===== config.mk =====
export PLATFORM = sky130hd
export DESIGN_NAME = mlptw_ctrl
export DESIGN_NICKNAME = d
export VERILOG_FILES = /design/src/mlptw_pkg.sv /design/src/mlptw_ctrl.sv
export SDC_FILE = /design/constraint.sdc
export NUM_CORES = 1
export LEC_CHECK = 0
export ABC_CLOCK_PERIOD_IN_PS = 3400
export BUFFER_PORTS_ARGS = -buffer_cell sky130_fd_sc_hd__buf_2
export CAP_MARGIN = 20
export CORE_AREA = 2 2 39 41
export CTS_CLUSTER_DIAMETER = 80
export DETAILED_ROUTE_END_ITERATION = 6
export DIE_AREA = 0 0 41 43
export PLACE_DENSITY = 0.34
export SYNTH_ARGS = -nofsm -noshare
export SYNTH_HDL_FRONTEND = slang
export SYNTH_SLANG_ARGS = --single-unit

===== constraint.sdc =====
create_clock -name i_clk -period 3.4 [get_ports i_clk]
set_input_delay 0.34 -clock i_clk [delete_from_list [all_inputs] [get_ports i_clk]]
set_output_delay 0.34 -clock i_clk [all_outputs]
set_load 0.05 [all_outputs]

===== src/mlptw_pkg.sv =====
package mlptw_pkg;

    // Table geometry
    localparam int LEVELS     = 5;
    localparam int INDEX_BITS = 9;
    localparam int FRAMES     = 64;

    // Field widths
    localparam int ACTION_W   = 2;
    localparam int VPN_W      = 45;
    localparam int PPN_W      = 52;
    localparam int ROOT_W     = 6;
    localparam int NF_W       = 7;
    localparam int CFG_IDX_W  = 1;
    localparam int CFG_DATA_W = 7;

    // Derived sizes
    localparam int ENTRY_W   = PPN_W + 1;
    localparam int FRAME_W   = $clog2(FRAMES);
    localparam int MEM_DEPTH = FRAMES << INDEX_BITS;
    localparam int ADDR_W    = FRAME_W + INDEX_BITS;
    localparam int LVL_W     = $clog2(LEVELS);

    // Configuration register indices
    localparam logic [CFG_IDX_W-1:0] CFG_ROOT_FRAME = 1'b0;
    localparam logic [CFG_IDX_W-1:0] CFG_FIRST_FREE = 1'b1;

    typedef enum logic [ACTION_W-1:0] {
        ACT_QUERY = 2'd0,
        ACT_MAP   = 2'd1,
        ACT_UNMAP = 2'd2,
        ACT_NONE  = 2'd3
    } t_action;

    typedef enum logic [2:0] {
        S_CLEAR,
        S_IDLE,
        S_READ,
        S_EVAL,
        S_DONE
    } t_state;

    // Controller to datapath
    typedef struct packed {
        logic clr_step;
        logic accept;
        logic rd;
        logic eval;
        logic load_out;
    } t_cmd;

    // Datapath to controller
    typedef struct packed {
        logic clr_last;
        logic skip;
        logic walk_end;
        logic out_free;
    } t_status;

endpackage


===== src/mlptw_ctrl.sv =====
module mlptw_ctrl (
    input  logic               i_clk,
    input  logic               i_rst_n,
    input  logic               i_in_valid,
    output logic               o_in_ready,
    input  mlptw_pkg::t_status i_status,
    output mlptw_pkg::t_cmd    o_cmd
);

    mlptw_pkg::t_state r_state;
    mlptw_pkg::t_state n_state;

    // State register
    always_ff @(posedge i_clk) begin
        if (!i_rst_n) begin
            r_state <= mlptw_pkg::S_CLEAR;
        end else begin
            r_state <= n_state;
        end
    end

    // Next state
    always_comb begin
        n_state = r_state;
        unique case (r_state)
            mlptw_pkg::S_CLEAR: begin
                if (i_status.clr_last) n_state = mlptw_pkg::S_IDLE;
            end
            mlptw_pkg::S_IDLE: begin
                if (i_in_valid) begin
                    n_state = i_status.skip ? mlptw_pkg::S_DONE : mlptw_pkg::S_READ;
                end
            end
            mlptw_pkg::S_READ: begin
                n_state = mlptw_pkg::S_EVAL;
            end
            mlptw_pkg::S_EVAL: begin
                n_state = i_status.walk_end ? mlptw_pkg::S_DONE : mlptw_pkg::S_READ;
            end
            mlptw_pkg::S_DONE: begin
                if (i_status.out_free) n_state = mlptw_pkg::S_IDLE;
            end
            default: begin
                n_state = mlptw_pkg::S_CLEAR;
            end
        endcase
    end

    // Commands
    always_comb begin
        o_cmd          = '0;
        o_in_ready     = 1'b0;
        unique case (r_state)
            mlptw_pkg::S_CLEAR: begin
                o_cmd.clr_step = 1'b1;
            end
            mlptw_pkg::S_IDLE: begin
                o_in_ready   = 1'b1;
                o_cmd.accept = i_in_valid;
            end
            mlptw_pkg::S_READ: begin
                o_cmd.rd = 1'b1;
            end
            mlptw_pkg::S_EVAL: begin
                o_cmd.eval = 1'b1;
            end
            mlptw_pkg::S_DONE: begin
                o_cmd.load_out = i_status.out_free;
            end
            default: begin
                o_cmd = '0;
            end
        endcase
    end

endmodule


# --- Yosys cells after proc, flatten, opt, wreduce, memory -nomap -nowiden ---
# Cells that the tools add are included.
op_classes:
  n_eq_ne: 7
  mux: 12
  n_reduce_logical: 2
op_table:
  columns: ["op", "n"]
  rows:
  - ["3-bit 2-to-1 mux", 5]
  - ["3-bit case mux with 5 select lines", 1]
  - ["3-bit by 2-bit == test with 1-bit output, second input constant", 2]
  - ["1-bit 2-to-1 mux", 6]
  - ["2-bit inequality test, second input constant", 3]
  - ["3-bit by 1-bit == test with 1-bit output, second input constant", 1]
  - ["3-bit == test, second input constant", 1]
  - ["3-bit logical NOT", 1]
  - ["3-bit AND reduction", 1]
totals:
  ff_bits: 3
  output_inout_bits: 6

# --- Logic depth before layout (Yosys ltp) ---
# Gate-level depths: netlist of the first run.
logic_depth:
  ltp_word: 3
  ltp_mapped: 4
  ltp_nobuf: 3

# --- Worst setup path after synthesis of the first run ---
# Ideal clock, no wire load.
synth_timing:
  path_type: "reg-to-output"
  start: "register r_state[1]"
  end: "output o_cmd[2] (netlist bit)"
  arrival_time_ns: 1.730
  path_slack_ns: 1.330
  stages_incl_launch_ff: 3
  path_cell_list: "dfxtp_1 > clkbuf_1 > nor3b_1"
synth_rtl:
  columns: ["item", "line", "source"]
  rows:
  - ["start: declaration", "mlptw_ctrl.sv:10", "mlptw_pkg::t_state r_state;"]
  - ["start signal: assignment", "mlptw_ctrl.sv:16", "r_state <= mlptw_pkg::S_CLEAR;"]
  - ["start signal: assignment", "mlptw_ctrl.sv:18", "r_state <= n_state;"]
  - ["end: declaration", "mlptw_ctrl.sv:7", "output mlptw_pkg::t_cmd o_cmd"]

# --- Worst setup path after layout of the first run ---
layout_timing:
  start: "register r_state[0]"
  end: "output o_in_ready"
layout_via:
  elab_chain_len: 2
layout_rtl:
  columns: ["item", "line", "source"]
  rows:
  - ["3-bit by 1-bit == test with 1-bit output", "mlptw_ctrl.sv:53", "unique case (r_state)"]
  - ["1-bit 2-to-1 mux", "mlptw_ctrl.sv:53", null]
  - ["end: declaration", "mlptw_ctrl.sv:5", "output logic o_in_ready,"]
# Every way passes these cells.

==> reports/qor.yml, run 1 <==
outcome:
  status: "finished clean"
power_and_ir_drop:
  p_sw_mw: 0.0458
  switching_share: 0.331
  power.leakage_nw: 0.138
  pwr-share-comb: 0.249
  peakVddDrop_uv: 128
  p_seq_frac: 0.306
  power.density_mw_per_mm2: 463
  clkPwrFrac: 0.446
  p_int_mw: 0.0927
floorplan:
  coreArea_mm2: 0.00138
  dieArea_mm2: 0.00176
  die_h_um: 43
  io_pins: 13
  num_rows: 14
  die_w_um: 41
  initial_core_util: 0.154
global_routing:
  grt_pass1_vias: 254
  grt_pass1_wl_um: 972
  antenna_found_initial: 0
  grt_start_max_net_pins: 12
  use_met2: 0.125
  met1_usage: 0.0924
  track_usage: 0.0811
  gr-max-usage-layer: "met2"
  grt_remaining_overflow: 0
  use_met3: 0.0314
detailed_routing:
  wl_um: 559
  ant_nets: 0
  vias: 241
  drc: 0
  wl_per_cell_um: 9.98
  vias_per_cell: 4.30
  drt-initial-drc-count: 1
  drtPass1Iterations: 2
clock_tree:
  cts-hold-fix-buffers: 0
  cts_max_level: 1
  numCtsBuffers: 3
  cts_sinks: 3
  clk_latency_ps: 230
  cts_tree: "built"
  cts_resized: 0
  postCtsSetupBuffers: 0
  cts_root_buf: "clkbuf_4"
  cts_buffer_depth: 2
  path_clk_slew_ps: 40
yosys:
  yosysWarnings: 0
  synth_cells: 27
  yosysSeqAreaShare: 0.282
  yosysTopAreaCell: "dfxtp_1"
  synth.area.top_cells: "dfxtp_1, nor3_1, and4bb_2"
  yosysTopAreaCellShare: 0.282
  synth_fp_nets: 34
  synth_cell_type_count: 18
  netlist_area_um2: 213
  synth.avg_cell_area_um2: 7.88
  ys_seq_elements: 3
worst_setup_path:
  crit_fanout: 11
  cp-startpoint: "r_state[0]$_SDFFE_PN0P_"
  cp-end-kind: "output port"
  reg2reg_setup_slack_ps: 2210
  crit_type: "flip-flop to output port"
  critPathArrivalTime_ps: 1340
  required_ps: 3060
  reg2reg_depth: 2
  crit_end: "o_in_ready"
  cp-start-kind: "flip-flop"
  r2r-start: "r_state[2]$_SDFFE_PN0P_"
  reg2reg_to: "r_state[2]$_SDFFE_PN0P_"
min_path:
  hp-class: "primary input to flip-flop"
  holdPathStages: 2
final_layout:
  largest_reg_flops: 3
  top_register: "r_state"
  fin_nets: 48
  num-fill-cells: 164
  syn_to_final_growth_pct: 40.6
  antennaDiodeCount: 0
  layout_commonest_cell: "buf_2"
  drive_gt1_frac: 0.400
  fin_cells: 56
  layout_common_cells: "buf_2, nor3_1, nand2_1, clkbuf_4, dfxtp_1"
  reg_top3: "r_state: 3 flops"
sta:
  slew_headroom: 0.790
  finalHoldViolations: 0
  slew_violations: 0
  clock.fmax_mhz: 597
  setup_viol: 0
  period_needed_ps: 1680
  period_share: 0.493
  fin_tns_setup_ps: 0
  rsz0062_at_grt: "no"
  worst_pin_slew_ps: 314
  clock_skew_ps: 4.52
run:
  max-cap-violations: 0
place:
  gp_congestion: 0.647
  dp_cells: 52
  port_buffers: 12
-- worst max-delay path, cell delays in order, from the launching register on --
cell and delay [ps]:
dfxtp_1 480, or2b_1 280, nor2_1 80, buf_2 260
-- metal layers --
metal | part of all wire | wire length [um] | vias to the layer above
met5 | 0 | 0 | -
met4 | 0 | 0 | 0
met3 | 0.077 | 43 | 0
met2 | 0.53 | 294 | 7
met1 | 0.40 | 221 | 109
li1 | - | - | 125
-- worst min-delay path by stage --
stage | slack (ps) | to | from
after floorplan | 470 | r_state[0]$_SDFFE_PN0P_ | i_rst_n
after CTS | 340 | r_state[0]$_SDFFE_PN0P_ | i_rst_n
after global placement | 580 | r_state[0]$_SDFFE_PN0P_ | i_rst_n
after detailed placement | 580 | r_state[0]$_SDFFE_PN0P_ | i_rst_n
after global routing | 350 | r_state[0]$_SDFFE_PN0P_ | i_rst_n
final | 340 | r_state[0]$_SDFFE_PN0P_ | i_rst_n
-- cells in the mapped netlist, drive strengths merged --
library cell	number
or2b	1
o31a	1
nand4b	1
nand2	3
buf	2
and4bb	1
nor2	2
dfxtp	3
inv	1
a31oi	1
clkbuf	1
nor3b	1
or4b	1
and3b	1
nor4bb	1
nor3	5
a21oi	1
-- kinds of logic (layout without fill, tap and decap cells) --
group                  count (synthesis)  after routing  share of synthesized area
DFF                                    3              3                      0.282
AOI/OAI and AO/OA                      3              3                     0.0941
buffers and inverters                  4             17                      0.112
and+or+nand+nor                       17             17                      0.512
-- layout make-up --
type / instances / area [um^2] / area share
inverters: 1 / 3.75 / 0.0126
clock buffers: 4 / 26.3 / 0.0879
multi-input cells: 20 / 129 / 0.431
well taps: 16 / 20.0 / 0.0669
flip-flops and latches: 3 / 60.1 / 0.201
repair buffers: 12 / 60.1 / 0.201
-- power groups by stage --
stage / clock, mW / sequential (mW) / combinational (mW)
6_report: 0.0618 / 0.0424 / 0.0344
5_1_grt: 0.0695 / 0.0435 / 0.0374
4_1_cts: 0.0654 / 0.0424 / 0.0348
3_5_place_dp: 0 / 0.0431 / 0.0348
3_3_place_gp: 0 / 0.0427 / 0.0346
2_1_floorplan: 0 / 0.0388 / 0.0312
-- per-stage QoR --
step | hold WS (ps) | setup WS, ps | util | instance area [um^2] | power (mW)
2_1_floorplan | 468 | 1330 | - | 213 | 0.0700
6_report | 342 | 1720 | 0.216 | 299 | 0.139
5_1_grt | 346 | 1600 | 0.216 | 299 | 0.150
4_1_cts | 336 | 1700 | 0.216 | 299 | 0.143
3_3_place_gp | 579 | 1980 | 0.197 | 273 | 0.0773
3_5_place_dp | 583 | 1960 | 0.197 | 273 | 0.0778
Power figures use the tool's default switching activity.
==> inputs of run 2 (changes only) <==
--- a/config.mk
+++ b/config.mk
@@ -5,14 +5,14 @@
 export SDC_FILE = /design/constraint.sdc
 export NUM_CORES = 1
 export LEC_CHECK = 0
-export ABC_CLOCK_PERIOD_IN_PS = 3400
+export ABC_CLOCK_PERIOD_IN_PS = 1450
 export BUFFER_PORTS_ARGS = -buffer_cell sky130_fd_sc_hd__buf_2
 export CAP_MARGIN = 20
 export CORE_AREA = 2 2 39 41
 export CTS_CLUSTER_DIAMETER = 80
 export DETAILED_ROUTE_END_ITERATION = 6
 export DIE_AREA = 0 0 41 43
-export PLACE_DENSITY = 0.34
+export PLACE_DENSITY = 0.35
 export SYNTH_ARGS = -nofsm -noshare
 export SYNTH_HDL_FRONTEND = slang
 export SYNTH_SLANG_ARGS = --single-unit
==> constraint.sdc (replaced) <==
create_clock -name i_clk -period 1.45 [get_ports i_clk]
set_input_delay 0.145 -clock i_clk [delete_from_list [all_inputs] [get_ports i_clk]]
set_output_delay 0.145 -clock i_clk [all_outputs]
set_load 0.05 [all_outputs]
==> reports/qor.yml, run 2 (synthesis results as in run 1) <==
global_routing:
  grt_pass1_vias: 215  # -15%
  grt_remaining_overflow: 0  # unchanged
  grt_start_max_net_pins: 12  # unchanged
  antenna_found_initial: 0  # unchanged
  grt_pass1_wl_um: 841  # -13%
  track_usage: 0.0721  # -0.00894
clock_tree:
  cts_sinks: 3  # unchanged
  cts_resized: 2  # +2
  cts_root_buf: "clkbuf_4"
  cts_buffer_depth: 2  # unchanged
  cts_max_level: 1  # unchanged
  numCtsBuffers: 3  # unchanged
  cts-hold-fix-buffers: 0  # unchanged
  cts_tree: "built"
  clk_latency_ps: 230  # about the same
  path_clk_slew_ps: 40  # about the same
  postCtsSetupBuffers: 0  # unchanged
final_layout:
  syn_to_final_growth_pct: 51.8
  largest_reg_flops: 3  # unchanged
  fin_area_um2: 323  # +7.9%
  top_register: "r_state"
  num-fill-cells: 174  # +6.1%
  multiInputGateArea_um2: 146  # +14%
  regArea_um2: 63.8  # +6.2%
  reg_top3: "r_state: 3 flops"
  layout_commonest_cell: "buf_2"
  fin_nets: 48  # unchanged
  antennaDiodeCount: 0  # unchanged
  drive_gt1_frac: 0.575  # +0.175
  layout_common_cells: "buf_2, clkbuf_4, nand2_1, nor3_1, dfxtp_2"
sta:
  worst_pin_slew_ps: 248  # -66.5 ps
  period_needed_ps: 1380
  slew_violations: 0  # unchanged
  fin_tns_setup_ps: 0  # unchanged
  period_share: 0.952
  finalHoldViolations: 0  # unchanged
  clock_skew_ps: 3.12  # -1.39 ps
  clock.fmax_mhz: 725
  setup_viol: 0  # unchanged
  slew_headroom: 0.833  # +0.0424
place:
  gp_congestion: 0.665  # +2.8%
  placed_area_um2: 290  # +6.4%
  port_buffers: 12  # unchanged
  dp_hpwl_um: 402
detailed_routing:
  wl_per_cell_um: 9.79  # -2.0%
  wl_um: 548  # -2.0%
  drt-initial-drc-count: 2  # +1
  drc: 0  # unchanged
  vias_per_cell: 4.13  # -4.1%
  ant_nets: 0  # unchanged
  drtPass1Iterations: 4  # +2
  vias: 231  # -4.1%
worst_setup_path:
  cp-end-kind: "output port"
  crit_type: "flip-flop to output port"
  max_stage_delay_ps: 430  # -50 ps
  cp-start-kind: "flip-flop"
  worstPathCellList: "or2b_1 -> nor2_2 -> clkbuf_4"
  required_ps: 1310  # -1750 ps
  critPathArrivalTime_ps: 1230  # -110 ps
  crit_fanout: 11  # unchanged
  crit_slowest_cell: "dfxtp_2"
power_and_ir_drop:
  peakVddDrop_uv: 278  # +120%
  power.density_mw_per_mm2: 1030  # +120%
  power.leakage_nw: 0.147  # +6.6%
floorplan:
  dieArea_mm2: 0.00176  # unchanged
  io_pins: 13  # unchanged
  die_w_um: 41  # unchanged
  coreArea_mm2: 0.00138  # unchanged
  num_rows: 14  # unchanged
  die_h_um: 43  # unchanged
  initial_core_util: 0.154  # unchanged
outcome:
  status: "finished clean"
min_path:
  hp-class: "primary input to flip-flop"
run:
  max-cap-violations: 0  # unchanged
run 2: worst max-delay path: cells and delay by family, from the launching register on:
kind                   cells  cell delay (ps)
buffers and inverters      1              220
flip-flops                 1              430
AND/OR/NAND/NOR            2              350
run 2: final timing paths:
path / from / endpoint / slack [ps] / cells past startpoint
setup / recovery: r_state[0]$_SDFFE_PN0P_ / o_in_ready / 70 / 3
hold / removal: i_rst_n / r_state[0]$_SDFFE_PN0P_ / 150 / 2
setup reg to reg: r_state[1]$_SDFFE_PN0P_ / r_state[2]$_SDFFE_PN0P_ / 320 / 2
hold reg to reg: r_state[2]$_SDFFE_PN0P_ / r_state[1]$_SDFFE_PN0P_ / 560 / 1
run 2: power by group:
part	internal, mW	leakage, nW	switching [mW]
clock network	0.103	0.0150	0.0433
logic	0.0297	0.107	0.0544
registers	0.0890	0.0258	0.0138
total	0.222	0.147	0.111
run 2: metrics by stage:
stage	worst slack, ps	cells	hold WS [ps]	total power [mW]	utilization
detailed placement	170	52	396	0.186	0.210
CTS	24.1	56	143	0.343	0.231
global route	-0.527	56	150	0.356	0.233
finish	70.3	56	153	0.333	0.233
floorplan	-30.2	27	273	0.169	-
global placement	180	52	388	0.186	0.210
run 2: layout make-up:
| cell class | instances | share of cell area |
|---|---|---|
| multi-input cells | 20 | 0.453 |
| flip-flops and latches | 3 | 0.198 |
| repair buffers | 12 | 0.194 |
| clock buffers | 4 | 0.0814 |
| well taps | 16 | 0.0620 |
| inverters | 1 | 0.0116 |
run 2: routing by layer:
layer  track usage  share of wire  up-vias
li1              -              -      122
met1        0.0863           0.42      102
met2        0.0938           0.49        7
met3        0.0314          0.086        0
met4        0.0600              0        0
met5             0              0        -
==> inputs of run 3 (changes only) <==
--- a/config.mk
+++ b/config.mk
@@ -6,13 +6,14 @@
 export NUM_CORES = 1
 export LEC_CHECK = 0
 export ABC_CLOCK_PERIOD_IN_PS = 1450
-export BUFFER_PORTS_ARGS = -buffer_cell sky130_fd_sc_hd__buf_2
 export CAP_MARGIN = 20
 export CORE_AREA = 2 2 39 41
+export CTS_BUF_LIST = sky130_fd_sc_hd__clkbuf_4 sky130_fd_sc_hd__clkbuf_8 sky130_fd_sc_hd__clkbuf_16
 export CTS_CLUSTER_DIAMETER = 80
 export DETAILED_ROUTE_END_ITERATION = 6
 export DIE_AREA = 0 0 41 43
-export PLACE_DENSITY = 0.35
+export DONT_BUFFER_PORTS = 1
+export PLACE_DENSITY = 0.3
 export SYNTH_ARGS = -nofsm -noshare
 export SYNTH_HDL_FRONTEND = slang
 export SYNTH_SLANG_ARGS = --single-unit
==> reports/qor.yml, run 3 (synthesis results as in run 1) <==
outcome:
  status: "finished clean"
power_and_ir_drop:
  switching_share: 0.301  # -0.0331
  p_sw_mw: 0.106  # -4.7%
  pwr-share-comb: 0.250  # -0.002
  p_seq_frac: 0.290  # -0.018
  power.leakage_nw: 0.132  # -11%
  total_power_mw: 0.353  # +5.8%
  clkPwrFrac: 0.460  # +0.021
  p_int_mw: 0.246  # +11%
  power.density_mw_per_mm2: 1100  # +6.6%
  peakVddDrop_uv: 375  # +35%
worst_setup_path:
  crit_buf_inv: 1  # unchanged
  reg2reg_depth: 2  # unchanged
  critPathArrivalTime_ps: 1220  # about the same
  crit_slowest_cell: "dfxtp_1"
  max_stage_delay_ps: 520  # +90 ps
  worstPathCellList: "and4bb_2 -> buf_4"
  r2r-start: "r_state[1]$_SDFFE_PN0P_"
  crit_type: "flip-flop to output port"
  cp-end-kind: "output port"
  reg2reg_to: "r_state[2]$_SDFFE_PN0P_"
  crit_fanout: 11  # unchanged
  required_ps: 1310  # about the same
  reg2reg_setup_slack_ps: 240  # -80 ps
  cp-start-kind: "flip-flop"
  crit_family: "flip-flops"
sta:
  slew_headroom: 0.767  # -0.0656
  period_share: 0.938  # -0.0132
  finalHoldViolations: 0  # unchanged
  setup_viol: 0  # unchanged
  setup_ws_ps: 89.5  # +19.2 ps
  period_needed_ps: 1360  # -19.2 ps
  clock_skew_ps: 0.763  # -2.36 ps
  slew_violations: 0  # unchanged
  worst_pin_slew_ps: 349  # +101 ps
  hold_ws_ps: 39.6  # -114 ps
  fin_tns_setup_ps: 0  # unchanged
  rsz0062_at_grt: "no"
  clock.fmax_mhz: 735  # +1.4%
final_layout:
  layout_common_cells: "buf_4, clkbuf_4, nand2_1, nor3_1"
  top_register: "r_state"
  fin_nets: 42  # -13%
  final_core_util: 0.231  # -0.00181
  largest_reg_flops: 3  # unchanged
  syn_to_final_growth_pct: 50.6
  antennaDiodeCount: 0  # unchanged
  layout_commonest_cell: "buf_4"
  reg_top3: "r_state: 3 flops"
  drive_gt1_frac: 0.500  # -0.0750
global_routing:
  grt_remaining_overflow: 0  # unchanged
  grt_pass1_vias: 186  # -13%
  antenna_found_initial: 0  # unchanged
  grt_start_max_net_pins: 12  # unchanged
  track_usage: 0.0661  # -0.00601
  grt_pass1_wl_um: 731  # -13%
place:
  pre_cts_ws_ps: 200  # +30.1 ps
  gp_congestion: 0.697  # +4.8%
  dp_hpwl_um: 408  # +1.5%
  port_buffers: 0  # -12
clock_tree:
  cts_max_level: 1  # unchanged
  postCtsSetupBuffers: 0  # unchanged
  clk_latency_ps: 230  # about the same
  cts_root_buf: "clkbuf_4"
  cts_sinks: 3  # unchanged
  cts_tree: "built"
  path_clk_slew_ps: 40  # about the same
  cts_buffer_depth: 2  # unchanged
  cts-hold-fix-buffers: 0  # unchanged
  numCtsBuffers: 3  # unchanged
detailed_routing:
  drtPass1Iterations: 3  # -1
  wl_per_cell_um: 10.8  # +11%
  ant_nets: 0  # unchanged
  vias_per_cell: 4.16  # +0.85%
  drc: 0  # unchanged
  wl_um: 542  # -1.1%
  drt-initial-drc-count: 3  # +1
  vias: 208  # -10%
floorplan:
  dieArea_mm2: 0.00176  # unchanged
  die_w_um: 41  # unchanged
  die_h_um: 43  # unchanged
  num_rows: 14  # unchanged
  coreArea_mm2: 0.00138  # unchanged
  io_pins: 13  # unchanged
  initial_core_util: 0.154  # unchanged
min_path:
  hp-class: "primary input to flip-flop"
  min_from: "i_rst_n"
  holdPathEnd: "r_state[0]$_SDFFE_PN0P_"
  holdPathStages: 1  # -1
run:
  max-cap-violations: 0  # unchanged
==> run 3: cell type report <==
type / count / area [um^2]
timing repair buffer: 6 / 57.6
multi-input combinational: 20 / 146
inverter: 1 / 3.75
tap: 16 / 20.0
clock buffer: 4 / 30.0
fill: 157 / 1060
sequential: 3 / 62.6
==> run 3: power by group through the flow <==
stage	combinational, mW	sequential [mW]	clock [mW]
3_3_place_gp	0.0893	0.102	0
5_1_grt	0.0934	0.103	0.174
2_1_floorplan	0.0779	0.0910	0
6_report	0.0882	0.102	0.162
3_5_place_dp	0.0888	0.103	0
4_1_cts	0.0889	0.102	0.175
==> run 3: through the flow <==
step | instances | cell area (um^2)
after global routing | 50 | 320
final | 50 | 320
after detailed placement | 46 | 288
after CTS | 50 | 319
after floorplan | 27 | 230
after global placement | 46 | 288
==> run 3: layer usage <==
layer  vias to the layer above  track usage  share of wire
met2                         3       0.0875           0.55
met1                        93       0.0703           0.39
li1                        112            -              -
met5                         -            0              0
met3                         0      0.00524          0.059
met4                         0        0.100              0
==> run 3: worst max path at each step <==
| stage | endpoint | startpoint | cells after the start | slack [ps] |
|---|---|---|---|---|
| after floorplan | r_state[0]$_SDFFE_PN0P_ | r_state[2]$_SDFFE_PN0P_ | 4 | -30 |
| after detailed placement | r_state[2]$_SDFFE_PN0P_ | r_state[2]$_SDFFE_PN0P_ | 2 | 200 |
| after global routing | o_in_ready | r_state[0]$_SDFFE_PN0P_ | 3 | 30 |
| final | o_cmd[3] | r_state[1]$_SDFFE_PN0P_ | 2 | 90 |
| after CTS | o_cmd[0] | r_state[2]$_SDFFE_PN0P_ | 3 | 30 |
| after global placement | r_state[2]$_SDFFE_PN0P_ | r_state[2]$_SDFFE_PN0P_ | 2 | 190 |
==> run 3: what timing repair did <==
item                                    in CTS  in global routing
gates resized for setup                      1                  1
gates cloned                                 0                  0
endpoints found under the setup margin       1                  1
